[config.mk]
export PLATFORM = sky130hd
export DESIGN_NAME = sorted_deadline_timer_queue
export DESIGN_NICKNAME = d
export VERILOG_FILES = /design/src/rtl/core/sdtq_pkg.sv /design/src/rtl/core/sdtq_cell.sv /design/src/rtl/core/sorted_deadline_timer_queue.sv
export SDC_FILE = /design/constraint.sdc
export NUM_CORES = 2
export LEC_CHECK = 0
export BUFFER_PORTS_ARGS = -buffer_cell sky130_fd_sc_hd__clkbuf_2
export CAP_MARGIN = 0
export CORE_MARGIN = 4
export CORE_UTILIZATION = 40
export CTS_CLUSTER_SIZE = 28
export DETAILED_ROUTE_END_ITERATION = 7
export PLACE_DENSITY_LB_ADDON = 0.15
export SLEW_MARGIN = 20
export SYNTH_ARGS = -nofsm -noshare
export SYNTH_HDL_FRONTEND = slang
export SYNTH_HIERARCHICAL = 1
export SYNTH_SLANG_ARGS = --single-unit
[constraint.sdc]
create_clock -name clock -period 10.8 [get_ports clock]
set_input_delay 0.54 -clock clock [delete_from_list [all_inputs] [get_ports clock]]
set_output_delay 0.54 -clock clock [all_outputs]
set_load 0.005 [all_outputs]
[src/rtl/core/sdtq_pkg.sv]
package sdtq_pkg;

   localparam int DEPTH_DEFAULT = 16;

   localparam int TAG_W  = 8;
   localparam int TIME_W = 64;

   localparam logic [1:0] OP_INSERT  = 2'd0;
   localparam logic [1:0] OP_CANCEL  = 2'd1;
   localparam logic [1:0] OP_ADVANCE = 2'd2;

   localparam logic [1:0] KIND_EXPIRED   = 2'd0;
   localparam logic [1:0] KIND_CANCELLED = 2'd1;
   localparam logic [1:0] KIND_REJECTED  = 2'd2;
   localparam logic [1:0] KIND_SUMMARY   = 2'd3;

   typedef enum logic [1:0] {
      ST_IDLE,
      ST_REPLY,
      ST_EXPIRE
   } state_type;

   typedef enum logic [1:0] {
      CMD_HOLD,
      CMD_INSERT,
      CMD_CANCEL,
      CMD_SHIFT
   } cell_cmd_type;

   typedef struct packed {
      logic [1:0]        operation;
      logic [TAG_W-1:0]  timer_tag;
      logic [TIME_W-1:0] deadline;
      logic [TIME_W-1:0] now_time;
   } req_type;

   typedef struct packed {
      logic [1:0]        kind;
      logic [TAG_W-1:0]  done_tag;
      logic [TIME_W-1:0] next_delay;
      logic              timer_pending;
      logic              last;
   } rsp_type;

   typedef struct packed {
      logic              valid;
      logic [TAG_W-1:0]  tag;
      logic [TIME_W-1:0] deadline;
   } cell_data_type;

   // broadcast to every cell of the chain
   typedef struct packed {
      cell_cmd_type      cmd;
      logic [TAG_W-1:0]  tag;
      logic [TIME_W-1:0] key;
   } cell_ctl_type;

   // flags handed from one cell to the next one down the chain
   typedef struct packed {
      logic keep;
      logic found;
   } cell_flags_type;

endpackage

[src/rtl/core/sdtq_cell.sv]
module sdtq_cell
   import sdtq_pkg::*;
(
   input  logic           clock,
   input  logic           reset,
   input  cell_ctl_type   ctl,
   input  cell_data_type  prev_data,
   input  cell_flags_type prev_flags,
   input  cell_data_type  next_data,
   output cell_data_type  data,
   output cell_flags_type flags
);

   cell_data_type data_ff, data_in;
   logic          match;

   assign match       = data_ff.valid && (data_ff.tag == ctl.tag);
   // keep: this entry stays ahead of the new deadline (ties stay ahead)
   assign flags.keep  = data_ff.valid && (data_ff.deadline <= ctl.key);
   assign flags.found = prev_flags.found || match;
   assign data        = data_ff;

   always_comb begin
      data_in = data_ff;
      case (ctl.cmd)
         CMD_INSERT: begin
            if (!flags.keep) begin
               if (prev_flags.keep) begin
                  data_in.valid    = 1'b1;
                  data_in.tag      = ctl.tag;
                  data_in.deadline = ctl.key;
               end else begin
                  data_in = prev_data;
               end
            end
         end
         CMD_CANCEL: begin
            if (flags.found) begin
               data_in = next_data;
            end
         end
         CMD_SHIFT: begin
            data_in = next_data;
         end
         default: begin
            data_in = data_ff;
         end
      endcase
   end

   always_ff @(posedge clock) begin
      if (reset) begin
         data_ff.valid <= 1'b0;
      end else begin
         data_ff.valid <= data_in.valid;
      end
      data_ff.tag      <= data_in.tag;
      data_ff.deadline <= data_in.deadline;
   end

endmodule

[src/rtl/core/sorted_deadline_timer_queue.sv]
// Sorted timer queue: up to DEPTH timers (8-bit tag, 64-bit absolute deadline)
// held in a row of cells, head in cell 0, ordered by deadline, ties in arrival order.
// Input channel: req_data is taken at a clock edge where start is high and busy is low.
// Result channel: each result sits on rsp_data for one cycle with rsp_valid high;
// the receiver cannot stall, so results are never held back.
// Insert: every cell compares against the new deadline in the accept cycle and the
// row opens a slot at the accept edge; a successful insert gives no result and the next
// item may follow in the next cycle. A full queue rejects: the reply state issues one
// result and holds busy meanwhile.
// Cancel: the first matching entry is dropped and the row closes up at the accept
// edge; the reply state then issues one result and holds busy, so requests wait.
// Advance: one expired timer leaves the head per cycle (the row shifts by one), then
// a summary with the delay to the new head. An advance that expires N timers stays
// busy in the expire state until the summary and delivers N + 1 results.
// Reset clears the valid bit of every cell and returns the control to idle; the
// queue is then empty. No clearing pass is needed.
module sorted_deadline_timer_queue
   import sdtq_pkg::*;
#(
   parameter int DEPTH = DEPTH_DEFAULT
) (
   input  logic    clock,
   input  logic    reset,
   input  logic    start,
   output logic    busy,
   input  req_type req_data,
   output logic    rsp_valid,
   output rsp_type rsp_data
);

   state_type         state_ff, state_in;
   logic [TIME_W-1:0] now_ff, now_in;
   logic [TAG_W-1:0]  tag_ff, tag_in;
   logic [1:0]        kind_ff, kind_in;
   logic              pending_ff, pending_in;
   logic              rsp_valid_ff, rsp_valid_in;
   rsp_type           rsp_ff, rsp_in;

   cell_ctl_type      ctl;
   cell_data_type     cell_q [DEPTH];
   cell_flags_type    flag_q [DEPTH];
   logic [DEPTH-1:0]  valid_vec;
   logic [DEPTH-1:0]  late_vec;
   logic [DEPTH-1:0]  valid_inc;

   genvar i;
   generate
      for (i = 0; i < DEPTH; i++) begin : g_cell
         cell_data_type  prev_data;
         cell_flags_type prev_flags;
         cell_data_type  next_data;

         if (i == 0) begin : g_head
            assign prev_data        = '0;
            assign prev_flags.keep  = 1'b1;
            assign prev_flags.found = 1'b0;
         end else begin : g_body
            assign prev_data  = cell_q[i-1];
            assign prev_flags = flag_q[i-1];
         end

         if (i == DEPTH - 1) begin : g_tail
            assign next_data = '0;
         end else begin : g_link
            assign next_data = cell_q[i+1];
         end

         sdtq_cell u_cell (
            .clock      (clock),
            .reset      (reset),
            .ctl        (ctl),
            .prev_data  (prev_data),
            .prev_flags (prev_flags),
            .next_data  (next_data),
            .data       (cell_q[i]),
            .flags      (flag_q[i])
         );

         assign valid_vec[i] = cell_q[i].valid;
         assign late_vec[i]  = cell_q[i].valid && !flag_q[i].keep;
      end
   endgenerate

   assign valid_inc = valid_vec + DEPTH'(1);

   always_comb begin
      state_in     = state_ff;
      now_in       = now_ff;
      tag_in       = tag_ff;
      kind_in      = kind_ff;
      pending_in   = pending_ff;
      rsp_valid_in = 1'b0;
      rsp_in       = '0;
      ctl.cmd      = CMD_HOLD;
      ctl.tag      = req_data.timer_tag;
      ctl.key      = now_ff;
      case (state_ff)
         ST_IDLE: begin
            if (start) begin
               case (req_data.operation)
                  OP_INSERT: begin
                     ctl.key = req_data.deadline;
                     if (valid_vec[DEPTH-1]) begin
                        kind_in  = KIND_REJECTED;
                        tag_in   = req_data.timer_tag;
                        state_in = ST_REPLY;
                     end else begin
                        ctl.cmd = CMD_INSERT;
                     end
                  end
                  OP_CANCEL: begin
                     ctl.cmd  = CMD_CANCEL;
                     kind_in  = KIND_CANCELLED;
                     tag_in   = req_data.timer_tag;
                     state_in = ST_REPLY;
                  end
                  OP_ADVANCE: begin
                     // survivors are those already later than now
                     ctl.key    = req_data.now_time;
                     now_in     = req_data.now_time;
                     pending_in = |late_vec;
                     state_in   = ST_EXPIRE;
                  end
                  default: begin
                     state_in = ST_IDLE;
                  end
               endcase
            end
         end
         ST_REPLY: begin
            rsp_valid_in         = 1'b1;
            rsp_in.kind          = kind_ff;
            rsp_in.done_tag      = tag_ff;
            rsp_in.timer_pending = cell_q[0].valid;
            rsp_in.last          = 1'b1;
            state_in             = ST_IDLE;
         end
         ST_EXPIRE: begin
            rsp_valid_in = 1'b1;
            if (flag_q[0].keep) begin
               ctl.cmd              = CMD_SHIFT;
               rsp_in.kind          = KIND_EXPIRED;
               rsp_in.done_tag      = cell_q[0].tag;
               rsp_in.timer_pending = pending_ff;
            end else begin
               rsp_in.kind          = KIND_SUMMARY;
               rsp_in.timer_pending = cell_q[0].valid;
               rsp_in.last          = 1'b1;
               if (cell_q[0].valid) begin
                  rsp_in.next_delay = cell_q[0].deadline - now_ff;
               end
               state_in = ST_IDLE;
            end
         end
         default: begin
            state_in = ST_IDLE;
         end
      endcase
   end

   always_ff @(posedge clock) begin
      if (reset) begin
         state_ff     <= ST_IDLE;
         rsp_valid_ff <= 1'b0;
      end else begin
         state_ff     <= state_in;
         rsp_valid_ff <= rsp_valid_in;
      end
      now_ff     <= now_in;
      tag_ff     <= tag_in;
      kind_ff    <= kind_in;
      pending_ff <= pending_in;
      rsp_ff     <= rsp_in;
   end

   assign busy      = (state_ff != ST_IDLE);
   assign rsp_valid = rsp_valid_ff;
   assign rsp_data  = rsp_ff;

   // occupied cells always form a solid run from the head
   a_valid_prefix: assert property (@(posedge clock) disable iff (reset)
      (valid_vec & valid_inc) == '0)
      else $error("queue cells are not contiguous from the head");

   a_expired_not_last: assert property (@(posedge clock) disable iff (reset)
      (rsp_valid && rsp_data.kind == KIND_EXPIRED) |-> !rsp_data.last)
      else $error("expired item marked last");

   a_advance_busy: assert property (@(posedge clock) disable iff (reset)
      (start && !busy && req_data.operation == OP_ADVANCE) |=> busy)
      else $error("advance accepted without going busy");

   a_empty_summary: assert property (@(posedge clock) disable iff (reset)
      (rsp_valid && rsp_data.kind == KIND_SUMMARY && !rsp_data.timer_pending)
      |-> (rsp_data.next_delay == '0))
      else $error("summary on empty queue has nonzero delay");

endmodule
# Word-level counts from Yosys, hierarchy flattened
# Cells that the tools add are included.
# classes
n_addsub,1
n_mul,0
div,0
n_lt_le_gt_ge,16
n_eq_ne,59
n_shift,0
n_mux,87
bitwise,2
reduce_logical,106
# ops
op,n
case mux 73 bit (3 select lines),16
two-way mux 73 bit,47
<= comparator 64 bit,16
equality test 8 bit,16
two-way mux 64 bit,2
case mux 64 bit (2 select lines),1
subtractor 64 bit,1
AND reduction 3 bit,18
logical AND 1 bit,48
"inequality test 2 bit, second input constant",19
"inequality test 2 x 1 -> 1 bit, second input constant",16
case mux 10 bit (2 select lines),1
case mux 2 bit (2 select lines),5
logical NOT 1 bit,16
two-way mux 8 bit,2
case mux 8 bit (2 select lines),1
OR reduction 16 bit,1
logical OR 1 bit,15
two-way mux 2 bit,7
"equality test 2 bit, second input constant",4
"equality test 2 x 1 -> 1 bit, second input constant",3
case mux 2 bit (3 select lines),1
logical NOT 2 bit,2
two-way mux 1 bit,4
7 further kinds,9
# totals
reg_bits,1322
latchBits,0
mem_bits_rw,0
rom_bits,0
input_bits,141
out_inout_bits,78
word_cells,330
mem_count,0

# Depth between registers and ports, before layout
# logic_depth
depth_word,19
ltp_mapped,25
depth_no_buf,22

# Hierarchy
# The synthesis kept the hierarchy.
# by_module_without_submodules
mod,n_inst,cells_each,area_per_inst_um2,seq_area_each_um2
sdtq_cell,16,565,5452.7,2182.1
sorted_deadline_timer_queue,1,1161,10014.6,3833.7

# Worst setup path before layout
# OpenSTA, ideal clock, no wires.
# synth_path
path_type,input-to-reg
start,in req_data[137] (netlist bit)
end,"reg g_cell[0].u_cell.data_ff, in the netlist g_cell[0].u_cell/data[0], enable pin"
setup_time_ns,0.437
arrival_time_ns,9.562
required_ns,10.363
slack_ns,0.801
stages,20
path_buffers,4
path_cell_list,clkbuf_1 buf_1 buf_1 mux2i_1 o21ai_0 inv_1 ha_1 a21o_1 a21o_1 a21oi_1 o21ai_0 a211oi_1 o211ai_2 a21oi_1 nand2_1 o21ai_0 clkbuf_1 o21ai_0 nand2_1 a31o_1
# synth_rtl
element,line_no,text
start: declaration,sorted_deadline_timer_queue.sv:26,"input req_type req_data,"
end: declaration,sdtq_cell.sv:14,"cell_data_type data_ff, data_in;"

==> reports/results.ini <==
[status]
status=finished clean

[floorplan]
die_y_um=501
num_rows=180
initial_core_util=0.403
num_io_pins=219
core-area_mm2=0.241
die_w_um=501
fp.dieArea_mm2=0.251

[detailed_routing]
wl_per_cell_um=20.1
drtAntennaViolNets=0
drc=0
drtPass1Iterations=8
routed_wl_mm=277
drt_iter0_drc=4859
vias_per_cell=5.50
vias=75988

[placement]
dp_worst_setup_slack_ns=2.79
dpl.cell_count=13444
postPlaceCellArea_mm2=0.103
gp_congestion=0.871
post-dp-hpwl_mm=210
port_buffers=218

[global_routing]
busiest_layer=met2
use_met2=0.385
grt_pass1_wl_mm=433
grt_use_met3=0.0225
track_usage=0.213
grt_util_met1=0.270
antenna_found_initial=5
grt_overflow_total=0
grt_max_degree=263
grt_pass1_vias=77070

[yosys]
synth_most_common_cell=nand2_1
yosys-top-cells-area=edfxtp_1 (38%), ha_1 (14%), mux2i_1 (13%), o21ai_0 (6.9%), nand2_1 (6.0%)
synth_area_mm2=0.0973
synth-seq-cells=1322
ys_types=77
synth.largest_area_cell=edfxtp_1
synth_top_area_share=0.379
ys_async_sr_fraction=0
yosysWarningCount=6
synth_cells=10201
syn_avg_cell_area_um2=9.53
ys_seq_area_frac=0.398
synth_common_cells=nand2_1 (1565), o21ai_0 (1333), mux2i_1 (1234)
synth_edf_count=1227
synth_ff_type=edfxtp_1

[cts]
cts_sinks=1322
clk_latency_ns=0.81
root_buffer=clkbuf_16
cts_buffers=159
postCtsSetupBuffers=0
cts_buffer_depth=3
clkTransAtPathRegs_ns=0.06
cts_tree=yes
cts_resized=0
htree_levels=4

[setup_path]
worstRegToRegCells=24
r2r_setup_slack_ns=2.79
start_kind=flop
r2r-end=g_cell[14].u_cell/data[12]
cp.arrival_ns=8.47
startpoint=state_ff[0]
worstPathRequired_ns=11.26
critPathCaptureType=flop
timing.rr.start=state_ff[0]
crit_type=reg -> reg
worst-path-max-fanout=132

[hold_path]
hp-class=in -> reg
hold-path-endpoint=state_ff[1]
min-delay-start=req_data[136]
min_delay_path_depth=3

[timing]
fmax_ghz=0.125
fin_crit_sh=0.741
setup_ws_ns=2.79
rsz0062_at_grt=false
hold_viol=0
tns_ns=0
worst_pin_slew_ns=1.21
period_minus_slack_ns=8.01
skew_ns=0.0247
setup_violations=0
drv_slew=0
hold_slack_ns=0.118
slew_headroom=0.188

[layout]
num-fill-cells=23263
final_layout_size_suffix_gt1_frac=0.0794
finalNetCount=11726
register_area_mm2=0.0387
syn_to_final_growth_pct=11.8
final_cells=13812
final_cell_area_mm2=0.109
multi_input_area_mm2=0.0535

[pwr]
power_density_mw_per_mm2=140
vdd_drop_max_mv=0.103
leakage_nw=42.2

[job]
cap_violations=0

[power by group]
group / total [W] / switching (W) / internal, W
Combinational: 0.00323 / 0.00203 / 0.00119
Sequential: 0.00661 / 0.000398 / 0.00621
Clock: 0.00536 / 0.00224 / 0.00312
[metal layers]
layer / part of all wire / routed length [um]
met5: 0.000097 / 27
met4: 0.025 / 6850
met2: 0.50 / 139000
met3: 0.030 / 8430
met1: 0.44 / 123000
[worst max-delay path by stage]
stage               cells past startpoint                    endpoint
CTS                                    24  g_cell[14].u_cell/data[12]
finish                                 24  g_cell[14].u_cell/data[12]
global route                           26                rsp_data[65]
floorplan                              20    g_cell[0].u_cell/data[0]
detailed placement                     23   g_cell[14].u_cell/data[6]
global placement                       23   g_cell[14].u_cell/data[6]
[metrics by stage]
step	total power, W	utilization
after floorplan	0.00883	-
after global placement	0.00975	0.426
after detailed placement	0.00990	0.426
after CTS	0.0154	0.450
after global routing	0.0160	0.451
final	0.0152	0.451
[cell type report]
cell class,instances,area share
timing repair buffer,430,0.0287
clock buffer,221,0.0415
antenna,3,0.0000690
clock inverter,70,0.00524
multi-input combinational,7425,0.492
inverter,1156,0.0399
tap,3185,0.0366
sequential,1322,0.356
[state kept, by name, summed over array words and instances, names as in the netlist]
signal,flops
now_ff,64
rsp_valid,1
kind_ff,2
rsp_data,76
tag_ff,8
pending_ff,1
g_cell.u_cell/data,1168
state_ff,2
[worst max-delay path, stage by stage, from the launching register on]
cell and delay, ns:
dfxtp_1 0.35, inv_1 0.08, ha_1 0.20, nand2_1 0.18, or2_4 0.68, buf_4 0.67, nand2_1 0.15, o21ai_2 0.09
buf_4 0.38, inv_1 0.09, ha_1 0.34, nand4_2 0.15, nor3_1 0.07, a211oi_1 0.21, o21ai_0 0.25, a211oi_1 0.76
o211ai_2 0.31, a21oi_4 0.21, nand2_1 0.15, o21ai_4 0.20, buf_12 0.48, o21ai_0 0.16, nand2_1 0.12, a31o_4 0.70
buf_4 0.44
[placed cells by master (no fill, tap or decap), types with 64 or more instances in the layout]
master,Yosys,routed
buf_4,0,129
o21ai_2,1,64
nand3_1,146,146
clkbuf_2,0,217
mux2i_1,1234,1234
edfxtp_1,1227,1227
clkbuf_16,0,171
inv_1,1156,1156
a21o_1,92,92
a21oi_1,498,483
dfxtp_1,95,95
nand4_1,181,181
xor2_1,134,134
dlygate4sd3_1,0,64
o21ai_0,1333,1268
nor2_1,180,179
ha_1,1090,1090
conb_1,2,148
nand2_1,1565,1565
[timing repair]
action / 4_1_cts / 5_1_grt
hold endpoints to repair: 64 / 0
hold buffers: 64 / 0
endpoints found under the setup margin: 0 / 0
[cell families after synthesis]
group / after synthesis / synth area share
AO/OA/AOI/OAI: 2367 / 0.138
XOR/XNOR: 185 / 0.0167
adder cells (fa/ha/maj): 1091 / 0.140
buffers and inverters: 1600 / 0.0636
flip-flops: 1322 / 0.398
multiplexers: 1234 / 0.127
other: 2 / 0.0000772
AND/OR/NAND/NOR: 2400 / 0.116
Power figures use the tool's default switching activity.
